`src/rtl/pde_pkg.sv`:
```
// Shared types, widths and constants of the timestamp duration estimator.
// Used by every module under rtl; depends on nothing else.
package pde_pkg;

	localparam int PTS_W       = 64;
	localparam int RATE_W      = 32;
	localparam int CNT_W       = 32;
	localparam int IVL_W       = 63;
	localparam int IN_TDATA_W  = 104;
	localparam int OUT_TDATA_W = 224;

	// Input stream layout.
	localparam int IN_RESTART_BIT = 0;
	localparam int IN_PTS_LSB     = 1;
	localparam int IN_RATE_LSB    = 65;

	// Output stream layout.
	localparam int OUT_ACC_BIT     = 0;
	localparam int OUT_TOTAL_LSB   = 1;
	localparam int OUT_LARGEST_LSB = 33;
	localparam int OUT_IVL_LSB     = 97;
	localparam int OUT_DUR_LSB     = 160;
	localparam int OUT_DVALID_BIT  = 223;

	// A whole quotient of 2^44 or more always overflows once scaled to microseconds.
	localparam int QUO_BITS  = 44;
	localparam int FRAC_BITS = 20;
	localparam int STEP_CNT_W = 6;
	localparam logic [FRAC_BITS-1:0] US_PER_SEC = 20'd1000000;
	localparam logic [QUO_BITS-1:0]  WHOLE_MAX  = 44'd9223372036854;
	localparam logic [PTS_W-1:0]     NEG_LIMIT  = 64'h8000_0000_0000_0000;
	localparam logic [CNT_W-1:0]     COUNT_MAX  = 32'hFFFF_FFFF;

	localparam int QUEUE_DEPTH = 2;
	localparam int QUEUE_PTR_W = $clog2(QUEUE_DEPTH);
	localparam int QUEUE_CNT_W = $clog2(QUEUE_DEPTH + 1);

	// Classified item handed from the front end to the converter.
	typedef struct packed {
		logic              restart;
		logic              sign;
		logic              reject;
		logic [PTS_W-1:0]  mag;
		logic [RATE_W-1:0] rate;
	} item_t;

	// Converted timestamp handed to the statistics unit.
	typedef struct packed {
		logic             restart;
		logic             ok;
		logic [PTS_W-1:0] us;
	} conv_res_t;

	typedef enum logic [7:0] {
		CNV_IDLE = 8'b0000_0001,
		CNV_QUO  = 8'b0000_0010,
		CNV_REM  = 8'b0000_0100,
		CNV_FRAC = 8'b0000_1000,
		CNV_MUL  = 8'b0001_0000,
		CNV_SUM  = 8'b0010_0000,
		CNV_SIGN = 8'b0100_0000,
		CNV_DONE = 8'b1000_0000
	} cnv_state_t;

endpackage

```
`src/rtl/pts_duration_estimator_top.sv`:
```
// Timestamp duration estimator: converts each timestamp to microseconds and keeps
// running statistics that give a duration estimate for every input transfer.
//
// Channels: the s_ stream carries one sample per transfer (restart flag, signed
// 64-bit timestamp, 32-bit tick rate); the m_ stream returns exactly one result
// per sample (accepted flag, sample count, largest timestamp, smallest interval,
// duration and its valid flag), in input order.
// Conversion: a sample that passes the early check runs through the converter's
// shared divider step (44 whole-quotient bits and 20 fraction bits, one bit a
// cycle) and then its scale, add and sign steps. A sample with a zero tick rate
// or an oversized quotient skips these steps. The converter takes no new sample
// until its result has been taken, and the statistics unit takes no new result
// until its update has reached the result register.
// A two-entry queue after the input register lets the input side keep taking
// samples while the converter or the output side is busy; when the receiver
// stalls, the result register holds and back pressure reaches s_tready only once
// the queue and input register are full.
// Reset clears all statistics and leaves both streams empty.
module pts_duration_estimator_top import pde_pkg::*; (
	input  logic                   clk,
	input  logic                   arst_n,
	input  logic                   s_tvalid,
	output logic                   s_tready,
	input  logic [IN_TDATA_W-1:0]  s_tdata,  // restart, pts_value[63:0], tick_rate[31:0], zero pad
	output logic                   m_tvalid,
	input  logic                   m_tready,
	output logic [OUT_TDATA_W-1:0] m_tdata   // accepted, sample_total[31:0], largest_us[63:0],
	                                         // interval_us[62:0], duration_us[62:0], duration_valid
);

	logic      push_valid;
	logic      push_ready;
	item_t     push_item;
	logic      pop_valid;
	logic      pop_ready;
	item_t     pop_item;
	logic      cnv_valid;
	logic      cnv_ready;
	conv_res_t cnv_res;

	pde_front u_front (
		.clk        (clk),
		.arst_n     (arst_n),
		.s_tvalid   (s_tvalid),
		.s_tready   (s_tready),
		.s_tdata    (s_tdata),
		.push_valid (push_valid),
		.push_ready (push_ready),
		.push_item  (push_item)
	);

	pde_queue u_queue (
		.clk        (clk),
		.arst_n     (arst_n),
		.push_valid (push_valid),
		.push_ready (push_ready),
		.push_item  (push_item),
		.pop_valid  (pop_valid),
		.pop_ready  (pop_ready),
		.pop_item   (pop_item)
	);

	pde_convert u_convert (
		.clk        (clk),
		.arst_n     (arst_n),
		.item_valid (pop_valid),
		.item_ready (pop_ready),
		.item       (pop_item),
		.res_valid  (cnv_valid),
		.res_ready  (cnv_ready),
		.res        (cnv_res)
	);

	pde_stats u_stats (
		.clk       (clk),
		.arst_n    (arst_n),
		.res_valid (cnv_valid),
		.res_ready (cnv_ready),
		.res       (cnv_res),
		.m_tvalid  (m_tvalid),
		.m_tready  (m_tready),
		.m_tdata   (m_tdata)
	);

	// A counted sample always leaves a nonzero sample total.
	a_accepted_counted: assert property (@(posedge clk) disable iff (!arst_n)
		m_tvalid && m_tdata[OUT_ACC_BIT] |-> m_tdata[OUT_TOTAL_LSB +: CNT_W] != '0)
		else $error("accepted result with zero sample total");

	// A valid estimate needs at least two samples.
	a_valid_two_samples: assert property (@(posedge clk) disable iff (!arst_n)
		m_tvalid && m_tdata[OUT_DVALID_BIT] |-> m_tdata[OUT_TOTAL_LSB +: CNT_W] >= CNT_W'(2))
		else $error("duration valid with fewer than two samples");

	// The duration is nonzero exactly when the estimate is valid.
	a_duration_flag: assert property (@(posedge clk) disable iff (!arst_n)
		m_tvalid |-> m_tdata[OUT_DVALID_BIT] == (m_tdata[OUT_DUR_LSB +: IVL_W] != '0))
		else $error("duration value disagrees with its valid flag");

endmodule

```
`src/rtl/pde_front.sv`:
```
// Input stage: registers one stream transfer and classifies it (sign, magnitude,
// early reject) for the item queue. Depends on pde_pkg.
module pde_front import pde_pkg::*; (
	input  logic                  clk,
	input  logic                  arst_n,
	input  logic                  s_tvalid,
	output logic                  s_tready,
	input  logic [IN_TDATA_W-1:0] s_tdata,  // restart, pts_value[63:0], tick_rate[31:0], zero pad
	output logic                  push_valid,
	input  logic                  push_ready,
	output item_t                 push_item
);

	logic              hold_valid_q;
	logic              restart_q;
	logic [PTS_W-1:0]  pts_q;
	logic [RATE_W-1:0] rate_q;
	logic [PTS_W-1:0]  mag;

	assign s_tready   = !hold_valid_q || push_ready;
	assign push_valid = hold_valid_q;

	always_ff @(posedge clk or negedge arst_n) begin
		if (!arst_n) begin
			hold_valid_q <= 1'b0;
		end else if (s_tready) begin
			hold_valid_q <= s_tvalid;
		end
	end

	always_ff @(posedge clk) begin
		if (s_tready && s_tvalid) begin
			restart_q <= s_tdata[IN_RESTART_BIT];
			pts_q     <= s_tdata[IN_PTS_LSB +: PTS_W];
			rate_q    <= s_tdata[IN_RATE_LSB +: RATE_W];
		end
	end

	// The most negative timestamp has magnitude 2^63, which still fits unsigned.
	assign mag = pts_q[PTS_W-1] ? (~pts_q + PTS_W'(1)) : pts_q;

	always_comb begin
		push_item.restart = restart_q;
		push_item.sign    = pts_q[PTS_W-1];
		push_item.mag     = mag;
		push_item.rate    = rate_q;
		push_item.reject  = (rate_q == '0) ||
			(RATE_W'(mag[PTS_W-1:QUO_BITS]) >= rate_q);
	end

endmodule

```
`src/rtl/pde_queue.sv`:
```
// Short flip-flop queue of classified items between the front end and the
// converter. Depends on pde_pkg.
module pde_queue import pde_pkg::*; (
	input  logic  clk,
	input  logic  arst_n,
	input  logic  push_valid,
	output logic  push_ready,
	input  item_t push_item,
	output logic  pop_valid,
	input  logic  pop_ready,
	output item_t pop_item
);

	item_t                  entries_q [QUEUE_DEPTH];
	logic [QUEUE_PTR_W-1:0] wr_ptr_q;
	logic [QUEUE_PTR_W-1:0] rd_ptr_q;
	logic [QUEUE_CNT_W-1:0] count_q;
	logic                   do_push;
	logic                   do_pop;

	assign push_ready = (count_q != QUEUE_CNT_W'(QUEUE_DEPTH));
	assign pop_valid  = (count_q != '0);
	assign pop_item   = entries_q[rd_ptr_q];
	assign do_push    = push_valid && push_ready;
	assign do_pop     = pop_valid && pop_ready;

	always_ff @(posedge clk or negedge arst_n) begin
		if (!arst_n) begin
			wr_ptr_q <= '0;
			rd_ptr_q <= '0;
			count_q  <= '0;
		end else begin
			if (do_push) begin
				wr_ptr_q <= (wr_ptr_q == QUEUE_PTR_W'(QUEUE_DEPTH - 1)) ? '0
					: wr_ptr_q + QUEUE_PTR_W'(1);
			end
			if (do_pop) begin
				rd_ptr_q <= (rd_ptr_q == QUEUE_PTR_W'(QUEUE_DEPTH - 1)) ? '0
					: rd_ptr_q + QUEUE_PTR_W'(1);
			end
			if (do_push && !do_pop) begin
				count_q <= count_q + QUEUE_CNT_W'(1);
			end else if (do_pop && !do_push) begin
				count_q <= count_q - QUEUE_CNT_W'(1);
			end
		end
	end

	always_ff @(posedge clk) begin
		if (do_push) begin
			entries_q[wr_ptr_q] <= push_item;
		end
	end

endmodule

```
`src/rtl/pde_convert.sv`:
```
// Converter: one shared restoring divider step runs the whole quotient and the
// scaled remainder, then scales, adds and range checks. Depends on pde_pkg.
module pde_convert import pde_pkg::*; (
	input  logic      clk,
	input  logic      arst_n,
	input  logic      item_valid,
	output logic      item_ready,
	input  item_t     item,
	output logic      res_valid,
	input  logic      res_ready,
	output conv_res_t res
);

	cnv_state_t            state_q;
	logic [STEP_CNT_W-1:0] cnt_q;

	logic [RATE_W-1:0]    rate_q;
	logic [RATE_W-1:0]    rem_q;
	logic [QUO_BITS-1:0]  dvd_q;
	logic [QUO_BITS-1:0]  quo_q;
	logic [FRAC_BITS-1:0] frac_q;
	logic [PTS_W-1:0]     prod_q;
	logic [PTS_W-1:0]     sum_q;
	logic                 big_q;
	logic                 sign_q;
	logic                 restart_q;
	logic                 ok_q;
	logic [PTS_W-1:0]     us_q;

	logic [RATE_W:0]                trial;
	logic                           step_ge;
	logic [RATE_W:0]                trial_sub;
	logic [RATE_W-1:0]              rem_next;
	logic [RATE_W+FRAC_BITS-1:0]    rem_scaled;
	logic                           take;

	assign item_ready = (state_q == CNV_IDLE);
	assign take       = item_valid && item_ready;
	assign res_valid  = (state_q == CNV_DONE);

	assign res.restart = restart_q;
	assign res.ok      = ok_q;
	assign res.us      = us_q;

	// One quotient bit per cycle; the partial remainder always stays below the rate.
	assign trial      = {rem_q, dvd_q[QUO_BITS-1]};
	assign step_ge    = (trial >= {1'b0, rate_q});
	assign trial_sub  = trial - {1'b0, rate_q};
	assign rem_next   = step_ge ? trial_sub[RATE_W-1:0] : trial[RATE_W-1:0];
	assign rem_scaled = (RATE_W+FRAC_BITS)'(rem_q) * (RATE_W+FRAC_BITS)'(US_PER_SEC);

	always_ff @(posedge clk or negedge arst_n) begin
		if (!arst_n) begin
			state_q <= CNV_IDLE;
			cnt_q   <= '0;
		end else begin
			case (state_q)
				CNV_IDLE: begin
					if (take) begin
						state_q <= item.reject ? CNV_DONE : CNV_QUO;
						cnt_q   <= STEP_CNT_W'(QUO_BITS - 1);
					end
				end
				CNV_QUO: begin
					if (cnt_q == '0) begin
						state_q <= CNV_REM;
					end else begin
						cnt_q <= cnt_q - STEP_CNT_W'(1);
					end
				end
				CNV_REM: begin
					state_q <= CNV_FRAC;
					cnt_q   <= STEP_CNT_W'(FRAC_BITS - 1);
				end
				CNV_FRAC: begin
					if (cnt_q == '0) begin
						state_q <= CNV_MUL;
					end else begin
						cnt_q <= cnt_q - STEP_CNT_W'(1);
					end
				end
				CNV_MUL:  state_q <= CNV_SUM;
				CNV_SUM:  state_q <= CNV_SIGN;
				CNV_SIGN: state_q <= CNV_DONE;
				CNV_DONE: begin
					if (res_ready) begin
						state_q <= CNV_IDLE;
					end
				end
				default: state_q <= CNV_IDLE;
			endcase
		end
	end

	always_ff @(posedge clk) begin
		case (state_q)
			CNV_IDLE: begin
				if (take) begin
					restart_q <= item.restart;
					sign_q    <= item.sign;
					rate_q    <= item.rate;
					rem_q     <= RATE_W'(item.mag[PTS_W-1:QUO_BITS]);
					dvd_q     <= item.mag[QUO_BITS-1:0];
					ok_q      <= 1'b0;
					us_q      <= '0;
				end
			end
			CNV_QUO: begin
				rem_q <= rem_next;
				dvd_q <= {dvd_q[QUO_BITS-2:0], 1'b0};
				quo_q <= {quo_q[QUO_BITS-2:0], step_ge};
			end
			CNV_REM: begin
				// The scaled remainder over the rate is below 2^20, so its top part
				// already starts below the rate.
				rem_q <= rem_scaled[RATE_W+FRAC_BITS-1:FRAC_BITS];
				dvd_q <= {rem_scaled[FRAC_BITS-1:0], (QUO_BITS-FRAC_BITS)'(0)};
			end
			CNV_FRAC: begin
				rem_q  <= rem_next;
				dvd_q  <= {dvd_q[QUO_BITS-2:0], 1'b0};
				frac_q <= {frac_q[FRAC_BITS-2:0], step_ge};
			end
			CNV_MUL: begin
				prod_q <= PTS_W'(quo_q) * PTS_W'(US_PER_SEC);
				big_q  <= (quo_q > WHOLE_MAX);
			end
			CNV_SUM: begin
				sum_q <= prod_q + PTS_W'(frac_q);
			end
			CNV_SIGN: begin
				ok_q <= !big_q && (sign_q ? (sum_q <= NEG_LIMIT) : !sum_q[PTS_W-1]);
				us_q <= sign_q ? (~sum_q + PTS_W'(1)) : sum_q;
			end
			default: begin
			end
		endcase
	end

endmodule

```
`src/rtl/pde_stats.sv`:
```
// Statistics unit: applies restart, updates count, largest timestamp and smallest
// interval, and holds the output result register. Depends on pde_pkg.
module pde_stats import pde_pkg::*; (
	input  logic                   clk,
	input  logic                   arst_n,
	input  logic                   res_valid,
	output logic                   res_ready,
	input  conv_res_t              res,
	output logic                   m_tvalid,
	input  logic                   m_tready,
	output logic [OUT_TDATA_W-1:0] m_tdata
);

	logic [PTS_W-1:0] prev_q;
	logic             prev_present_q;
	logic [PTS_W-1:0] max_q;
	logic             max_present_q;
	logic [IVL_W-1:0] min_q;
	logic [CNT_W-1:0] count_q;

	logic             v_s1;
	logic             v_s2;
	logic             v_s3;
	logic             ok_s1;
	logic [PTS_W-1:0] us_s1;
	logic [PTS_W:0]   diff_s2;
	logic             gt_s2;

	logic                   out_valid_q;
	logic [OUT_TDATA_W-1:0] out_data_q;

	logic [PTS_W:0]   gap;
	logic             gap_take;
	logic [IVL_W-1:0] base;
	logic [PTS_W-1:0] base_sum;
	logic             dur_valid;
	logic [IVL_W-1:0] dur;
	logic             out_load;

	assign res_ready = !(v_s1 || v_s2 || v_s3);
	assign m_tvalid  = out_valid_q;
	assign m_tdata   = out_data_q;
	assign out_load  = v_s3 && (!out_valid_q || m_tready);

	assign gap      = diff_s2[PTS_W] ? (~diff_s2 + (PTS_W+1)'(1)) : diff_s2;
	assign gap_take = prev_present_q && (diff_s2 != '0) && (gap[PTS_W:IVL_W] == '0) &&
		((min_q == '0) || (gap[IVL_W-1:0] < min_q));

	// Only a positive largest timestamp adds to the base.
	assign base      = max_q[PTS_W-1] ? '0 : max_q[IVL_W-1:0];
	assign base_sum  = {1'b0, base} + {1'b0, min_q};
	assign dur_valid = (count_q >= CNT_W'(2)) && max_present_q && (min_q != '0);
	assign dur       = !dur_valid ? '0 : (base_sum[PTS_W-1] ? base : base_sum[IVL_W-1:0]);

	always_ff @(posedge clk or negedge arst_n) begin
		if (!arst_n) begin
			v_s1           <= 1'b0;
			v_s2           <= 1'b0;
			v_s3           <= 1'b0;
			out_valid_q    <= 1'b0;
			prev_q         <= '0;
			prev_present_q <= 1'b0;
			max_q          <= '0;
			max_present_q  <= 1'b0;
			min_q          <= '0;
			count_q        <= '0;
		end else begin
			if (res_valid && res_ready) begin
				v_s1 <= 1'b1;
				if (res.restart) begin
					prev_q         <= '0;
					prev_present_q <= 1'b0;
					max_q          <= '0;
					max_present_q  <= 1'b0;
					min_q          <= '0;
					count_q        <= '0;
				end
			end else if (v_s1) begin
				v_s1 <= 1'b0;
				v_s2 <= 1'b1;
			end else if (v_s2) begin
				v_s2 <= 1'b0;
				v_s3 <= 1'b1;
				if (ok_s1) begin
					if (count_q != COUNT_MAX) begin
						count_q <= count_q + CNT_W'(1);
					end
					if (gap_take) begin
						min_q <= gap[IVL_W-1:0];
					end
					prev_q         <= us_s1;
					prev_present_q <= 1'b1;
					if (!max_present_q || gt_s2) begin
						max_q         <= us_s1;
						max_present_q <= 1'b1;
					end
				end
			end else if (out_load) begin
				v_s3 <= 1'b0;
			end

			if (out_load) begin
				out_valid_q <= 1'b1;
			end else if (m_tready) begin
				out_valid_q <= 1'b0;
			end
		end
	end

	always_ff @(posedge clk) begin
		if (res_valid && res_ready) begin
			ok_s1 <= res.ok;
			us_s1 <= res.us;
		end
		if (v_s1) begin
			diff_s2 <= {us_s1[PTS_W-1], us_s1} - {prev_q[PTS_W-1], prev_q};
			gt_s2   <= $signed(us_s1) > $signed(max_q);
		end
		if (out_load) begin
			out_data_q[OUT_ACC_BIT]                <= ok_s1;
			out_data_q[OUT_TOTAL_LSB +: CNT_W]     <= count_q;
			out_data_q[OUT_LARGEST_LSB +: PTS_W]   <= max_present_q ? max_q : '0;
			out_data_q[OUT_IVL_LSB +: IVL_W]       <= min_q;
			out_data_q[OUT_DUR_LSB +: IVL_W]       <= dur;
			out_data_q[OUT_DVALID_BIT]             <= dur_valid;
		end
	end

endmodule

```
`config.mk`:
```
export PLATFORM = sky130hd
export DESIGN_NAME = pts_duration_estimator_top
export DESIGN_NICKNAME = d
export VERILOG_FILES = /design/src/rtl/pde_pkg.sv /design/src/rtl/pts_duration_estimator_top.sv /design/src/rtl/pde_front.sv /design/src/rtl/pde_queue.sv /design/src/rtl/pde_convert.sv /design/src/rtl/pde_stats.sv
export SDC_FILE = /design/constraint.sdc
export NUM_CORES = 2
export LEC_CHECK = 0
export CAP_MARGIN = 30
export CORE_MARGIN = 2
export CORE_UTILIZATION = 50
export CTS_CLUSTER_DIAMETER = 60
export DETAILED_ROUTE_END_ITERATION = 12
export DONT_BUFFER_PORTS = 1
export SYNTH_ARGS = -nofsm -noshare
export SYNTH_HDL_FRONTEND = slang
export SYNTH_SLANG_ARGS = --single-unit
```
`constraint.sdc`:
```
create_clock -name clk -period 9.5 [get_ports clk]
set_input_delay 0.475 -clock clk [delete_from_list [all_inputs] [get_ports clk]]
set_output_delay 0.475 -clock clk [all_outputs]
set_load 0.02 [all_outputs]
```
; ---- Yosys cells after proc, flatten, opt, wreduce, memory -nomap -nowiden
; Memory sizes are Yosys's and may differ from the RTL's.
; Index checks and enable logic that the tools add are counted.
[word_totals]
register_bits = 1062
latch_bits = 0
mem_bits_rw = 198
mem_bits_ro = 0
output_inout_bits = 226
word_cells = 207
memories = 1
[memory_table]
columns = memory, depth, word_bits, rd, rd_clocked_by_memory_dff, wr, line_no
row1 = u_queue.entries_q, 2, 99, 1, 0, 1, pde_queue.sv:14  ; item_t entries_q [QUEUE_DEPTH];
[op_classes]
n_addsub = 13
multipliers = 2
div_mod_pow = 0
order_cmp = 7
n_eq_ne = 17
shift = 0
muxes = 68
bitwise_logic = 5
reduce_logical = 56
[ops]
columns = cell, count
row1 = 64-bit two-way mux, 13
row2 = 63-bit two-way mux, 8
row3 = 32-bit two-way mux, 8
row4 = 44-bit one-hot mux with 3 select lines, 1
row5 = 64-bit by 1-bit adder with 64-bit output (second input constant), 2
row6 = 64-bit NOT, 2
row7 = 64-bit one-hot mux with 2 select lines, 1
row8 = 32-bit one-hot mux with 3 select lines, 1
row9 = 65-bit by 1-bit adder with 65-bit output (second input constant), 1
row10 = 65-bit two-way mux, 1
row11 = 65-bit NOT, 1
row12 = 65-bit nonzero test, 1
row13 = 64-bit by 64-bit subtractor with 65-bit output, 1
row14 = 63-bit by 63-bit adder with 64-bit output, 1
row15 = 64-bit by 20-bit adder with 64-bit output, 1
row16 = 64-bit greater-than comparator, 1
row17 = 64-bit less-or-equal comparator (second input constant), 1
row18 = 8-bit one-hot mux with 8 select lines, 1
row19 = 63-bit zero test, 1
row20 = 63-bit less-than comparator, 1
row21 = 63-bit nonzero test, 1
row22 = 44-bit by 14-bit multiplier with 58-bit output (second input constant), 1
row23 = 32-bit by 14-bit multiplier with 46-bit output (second input constant), 1
row24 = 44-bit greater-than comparator (second input constant), 1
row25 = other kinds (41), 116

; ---- Longest topological paths before layout
[logic_depth]
word_depth = 11
mapped_depth = 25

; ---- Modules after synthesis
; From an unflattened synthesis, not the netlist that was laid out.
[hier_totals]
cells_unflattened = 7426
hier_area_um2 = 82217.6
[by_module_without_submodules]
columns = mod, instances, cells_each, area_per_inst_um2
row1 = pde_convert, 1, 3222, 34692.0
row2 = pde_stats, 1, 3483, 34553.1
row3 = pde_queue, 1, 326, 7837.5
row4 = pde_front, 1, 395, 5134.9

; ---- Least setup slack after synthesis
; OpenSTA, ideal clock, no wires.
[synth_timing]
kind = register -> register
startpoint = register u_convert.state_q[2]
endpoint = register u_convert.cnt_q[5]
t_arrival_ps = 6693
t_required_ps = 9422
path_slack_ps = 2729
path_stages_with_launch = 11
path_buffers = 2
synth_period_minus_slack_ps = 6771
cell_sequence = dfrtp_1 -> nor2_1 -> nand2_1 -> or3_1 -> clkbuf_1 -> a21o_1 -> clkbuf_1 -> a31oi_1 -> nand2_1 -> a211o_1 -> a21oi_1
[synth_between]
elab_chain_cells = 4
[synth_rtl]
columns = element, line_no
row1 = from (decl), pde_convert.sv:14  ; cnv_state_t state_q;
row2 = from (signal assigned), pde_convert.sv:60  ; state_q <= item.reject ? CNV_DONE : CNV_QUO;
row3 = "8-bit by 2-bit equality test with 1-bit output, or another cell as far along", pde_convert.sv:57  ; case (state_q)
row4 = 2-bit OR reduction (no source line) / 1-bit logical AND (equally long branches), --
row5 = 2-bit inequality test (no source line) / 3-bit nonzero test (equally long branches), --
row6 = 3-bit AND reduction (no source line), --
row7 = to (signal assigned), pde_convert.sv:61  ; cnt_q <= STEP_CNT_W'(QUO_BITS - 1);
row8 = to (signal assigned), pde_convert.sv:68  ; cnt_q <= cnt_q - STEP_CNT_W'(1);
row9 = to (signal assigned), pde_convert.sv:73  ; cnt_q <= STEP_CNT_W'(FRAC_BITS - 1);
row10 = to (decl), pde_convert.sv:15  ; logic [STEP_CNT_W-1:0] cnt_q;
; Several ways; a longest one is shown, not always the timed one.
; A chain may end at the register's enable or synchronous reset.

; ---- Worst setup path in the final report
[layout_timing]
startpoint = register u_convert.quo_q[9]
endpoint = register u_convert.prod_q[63] (data pin)
[layout_between]
elab_chain_cells = 1
[layout_rtl]
columns = element, line_no
row1 = from (decl), pde_convert.sv:20  ; logic [QUO_BITS-1:0] quo_q;
row2 = from (signal assigned), pde_convert.sv:111  ; quo_q <= {quo_q[QUO_BITS-2:0], step_ge};
row3 = 44-bit by 14-bit multiplier with 58-bit output, pde_convert.sv:125  ; prod_q <= PTS_W'(quo_q) * PTS_W'(US_PER_SEC);
row4 = to (signal assigned), pde_convert.sv:125
row5 = to (decl), pde_convert.sv:22  ; logic [PTS_W-1:0] prod_q;
; No other way between the ends.

==> out/metrics.csv <==
metric,value,unit
synthesized net count,8116,
initial DRC count,3431,
Syn Inst Count,6975,
"antenna viol nets, final",0,
Critical Path RT,10.04,ns
Routed wire per std cell,20.4,um
clock buffer depth,3,
Synth top cells by count,"edfxtp_1 (1012), inv_1 (816), ha_1 (699)",
grt met1 use,31.8,%
Worst Path Max Fanout,7,
final setup fails,0,
origin of the worst setup path,u_convert.quo_q[9],
Hold Path Origin,s_tvalid,
layout cells sized above 1,5.49,%
DP HPWL,145000,um
number of synthesized flops with an enable pin,1012,
"most used cell, CP",fa_1,
core footprint,158000,um^2
Setup WS pre-CTS,2.33,ns
TNS Setup,0,ns
I/O Buffers,0,
Placed Instance Area,81300,um^2
GRT busiest layer,met2,
area of the multi-input gates,38700,um^2
Final Wtd Congestion,0.900,
Rel. slew slack,33.9,%
global route total overflow,0,
Max Cap Viol,0,
"FFs w/ async S/R, synth",19.7,%
min Tclk post-route,7.12,ns
Reg2Reg Launch Point,u_convert.quo_q[9],
Final Hold Violating Endpoints,0,
Vias,52000,
YS warnings,0,
CP arrival,7.66,ns
GR Util met2,39.2,%
startpoint type of the worst setup path,flop,
first-pass GRT wire length,300000,um
Mapped Area,79100,um^2
CTS-repair resized insts,0,
TritonCTS Sinks,1260,
total wire length,189000,um
cell taking the most area after synthesis,edfxtp_1,
Hold Crit Class,in2reg,
ranking of synthesized cells by area,"edfxtp_1 (38%), ha_1 (11%), fa_1 (8.4%), dfrtp_1 (7.8%), inv_1 (3.9%)",
crit-path cells,inv_1 -> fa_1 -> fa_1 -> inv_1 -> fa_1 -> fa_1 -> ha_1 -> inv_1 -> fa_1 -> inv_1 -> ha_1 -> and3_1 -> and4_1 -> a32oi_1 -> a21oi_1 -> nor3_1 -> nor2_1 -> nor3_1 -> o211ai_1 -> a31o_2 -> a21oi_1 -> xnor2_1,
clk slew on worst S/H paths,0.06,ns
# rows,146,
CTS tree,yes,
syn avg cell area,11.3,um^2
Worst Max-Slew Pin Slew,0.982,ns
Area Overhead vs Synth,10.5,%
vias per inst,5.62,
post-synth top area share,38.4,%
Layout Cells excl Fill,9256,
family with the most delay on the worst path,adder cells,
Register Area,36600,um^2
number of global-route vias before repair,52600,
status,"finished, final reports clean",
post-synthesis sequential area ratio,46.2,%
initial antenna violation count,1,
1st-pass router iterations,5,
num ports,334,
"count leader, synth",edfxtp_1,
largest net degree at the start of global routing,249,
# H-tree levels,4,
slowest library cell on the worst path,nor3_1,
# nets final,8198,
starting density of the core,50.1,%
fill cell count,13400,
"Distinct cells, synth",87,
Num CTS Buffers,151,
Critical Path End Type,flop,
type of the worst setup path,reg2reg,
Buf/Inv on CP,4,
Die Span X,402,um
Root Driver,clkbuf_16,
post-placement cell count,8873,
"Slew Viols, Final",0,
Most used DFF post-synth,edfxtp_1,
DIE HEIGHT,402,um
Total GRT Usage,23.6,%
DRC,0,
Fin Clk Skew,0.0390,ns
unrepaired setup endpoints after global routing,no,
#FFs+latches synth,1260,
Final Cell Area,87400,um^2
GRT met3 Usage,3.25,%
CP peak stage delay,0.70,ns
fmax,140,MHz
Worst-Skew Late Latency,0.82,ns
"Worst Setup Slack, final",2.38,ns
Final period util,75.0,%
Die ar.,161000,um^2
## cells in the final DEF, fill, tap and decap left out, types with 48 or more instances in the layout
cell,synthesis,routed
xnor2_1,328,328
and3_1,56,54
a21oi_1,355,353
or3_1,49,48
nor4_1,48,48
o21ai_0,369,369
xor2_1,179,179
fa_1,334,334
mux2i_1,109,109
inv_1,816,816
nor3_1,64,64
a21o_1,185,185
dfrtp_1,247,243
nand4_1,99,99
ha_1,699,699
o31ai_1,74,74
edfxtp_1,1012,1012
clkbuf_16,0,154
nor2_1,400,394
nand3_1,164,163
o21bai_1,53,53
dlygate4sd3_1,0,99
and2_1,88,86
a22o_1,150,150
nand2_1,330,328
## final cells by class
| cell class | count | area share (%) |
|---|---|---|
| multi-input cells | 4681 | 44.3 |
| flip-flops and latches | 1260 | 41.9 |
| clock buffers | 182 | 4.63 |
| inverters | 817 | 3.51 |
| well taps | 2072 | 2.96 |
| repair buffers | 146 | 1.63 |
| clock inverters | 96 | 1.12 |
| diodes | 2 | 0.00572 |
## registers in the layout, summed over array words and instances (netlist names), 2 cells and up
| name | count |
|---|---|
| u_stats.m_tdata | 224 |
| u_convert.dvd_q | 44 |
| u_convert.cnt_q | 6 |
| u_convert.us_q | 64 |
| u_convert.rem_q | 32 |
| u_stats.count_q | 32 |
| u_convert.frac_q | 20 |
| u_convert.rate_q | 32 |
| u_stats.max_q | 64 |
| u_convert.quo_q | 44 |
| u_stats.diff_s2 | 65 |
| u_front.pts_q | 64 |
| u_stats.prev_q | 64 |
| u_queue.entries_q | 198 |
| u_stats.us_s1 | 64 |
| u_queue.count_q | 2 |
| u_front.rate_q | 32 |
| u_convert.state_q | 8 |
| u_convert.prod_q | 58 |
| u_stats.min_q | 63 |
| u_convert.sum_q | 64 |
## metrics by stage
stage	util (%)	hold slack [ns]
floorplan	-	0.179
global placement	51.5	0.185
detailed placement	51.5	0.184
CTS	55.4	0.0895
global route	55.4	0.114
finish	55.4	0.146
## per-layer routing
layer	vias up	wire length (um)
met2	1073	90000
met4	0	6500
li1	25200	-
met3	289	7420
met1	25500	85200
met5	-	0
## final timing paths
| check | end | slack (ns) | cells past startpoint |
|---|---|---|---|
| min in group asynchronous | u_stats.count_q[2] | 0.22 | 2 |
| max | u_convert.prod_q[63] | 2.38 | 22 |
| min | u_front.pts_q[34] | 0.15 | 1 |
| max reg2reg | u_convert.prod_q[63] | 2.38 | 22 |
| min reg2reg | u_stats.us_s1[6] | 0.41 | 0 |
| max in group asynchronous | u_stats.max_q[63] | 7.99 | 3 |
## kinds of logic (layout without fill, tap and decap cells)
family / Yosys count / in the layout / share of synthesized area, %
other cells: 0 / 2 / 0
buf+inv: 1034 / 1241 / 4.98
mux: 146 / 146 / 1.91
simple gates: 1482 / 1482 / 9.25
flops: 1260 / 1260 / 46.2
compound gates: 1513 / 1513 / 12.5
xor+xnor: 507 / 507 / 5.61
fa+ha+maj: 1033 / 1033 / 19.5
## repair_timing
item / 4_1_cts / 5_1_grt
hold buffers: 100 / 0
setup buffers: 0 / 0
endpoints found under the hold margin: 346 / 0
Power is not shown: default switching activity piles up to over one toggle a cycle in this logic, so the estimate is an artifact.
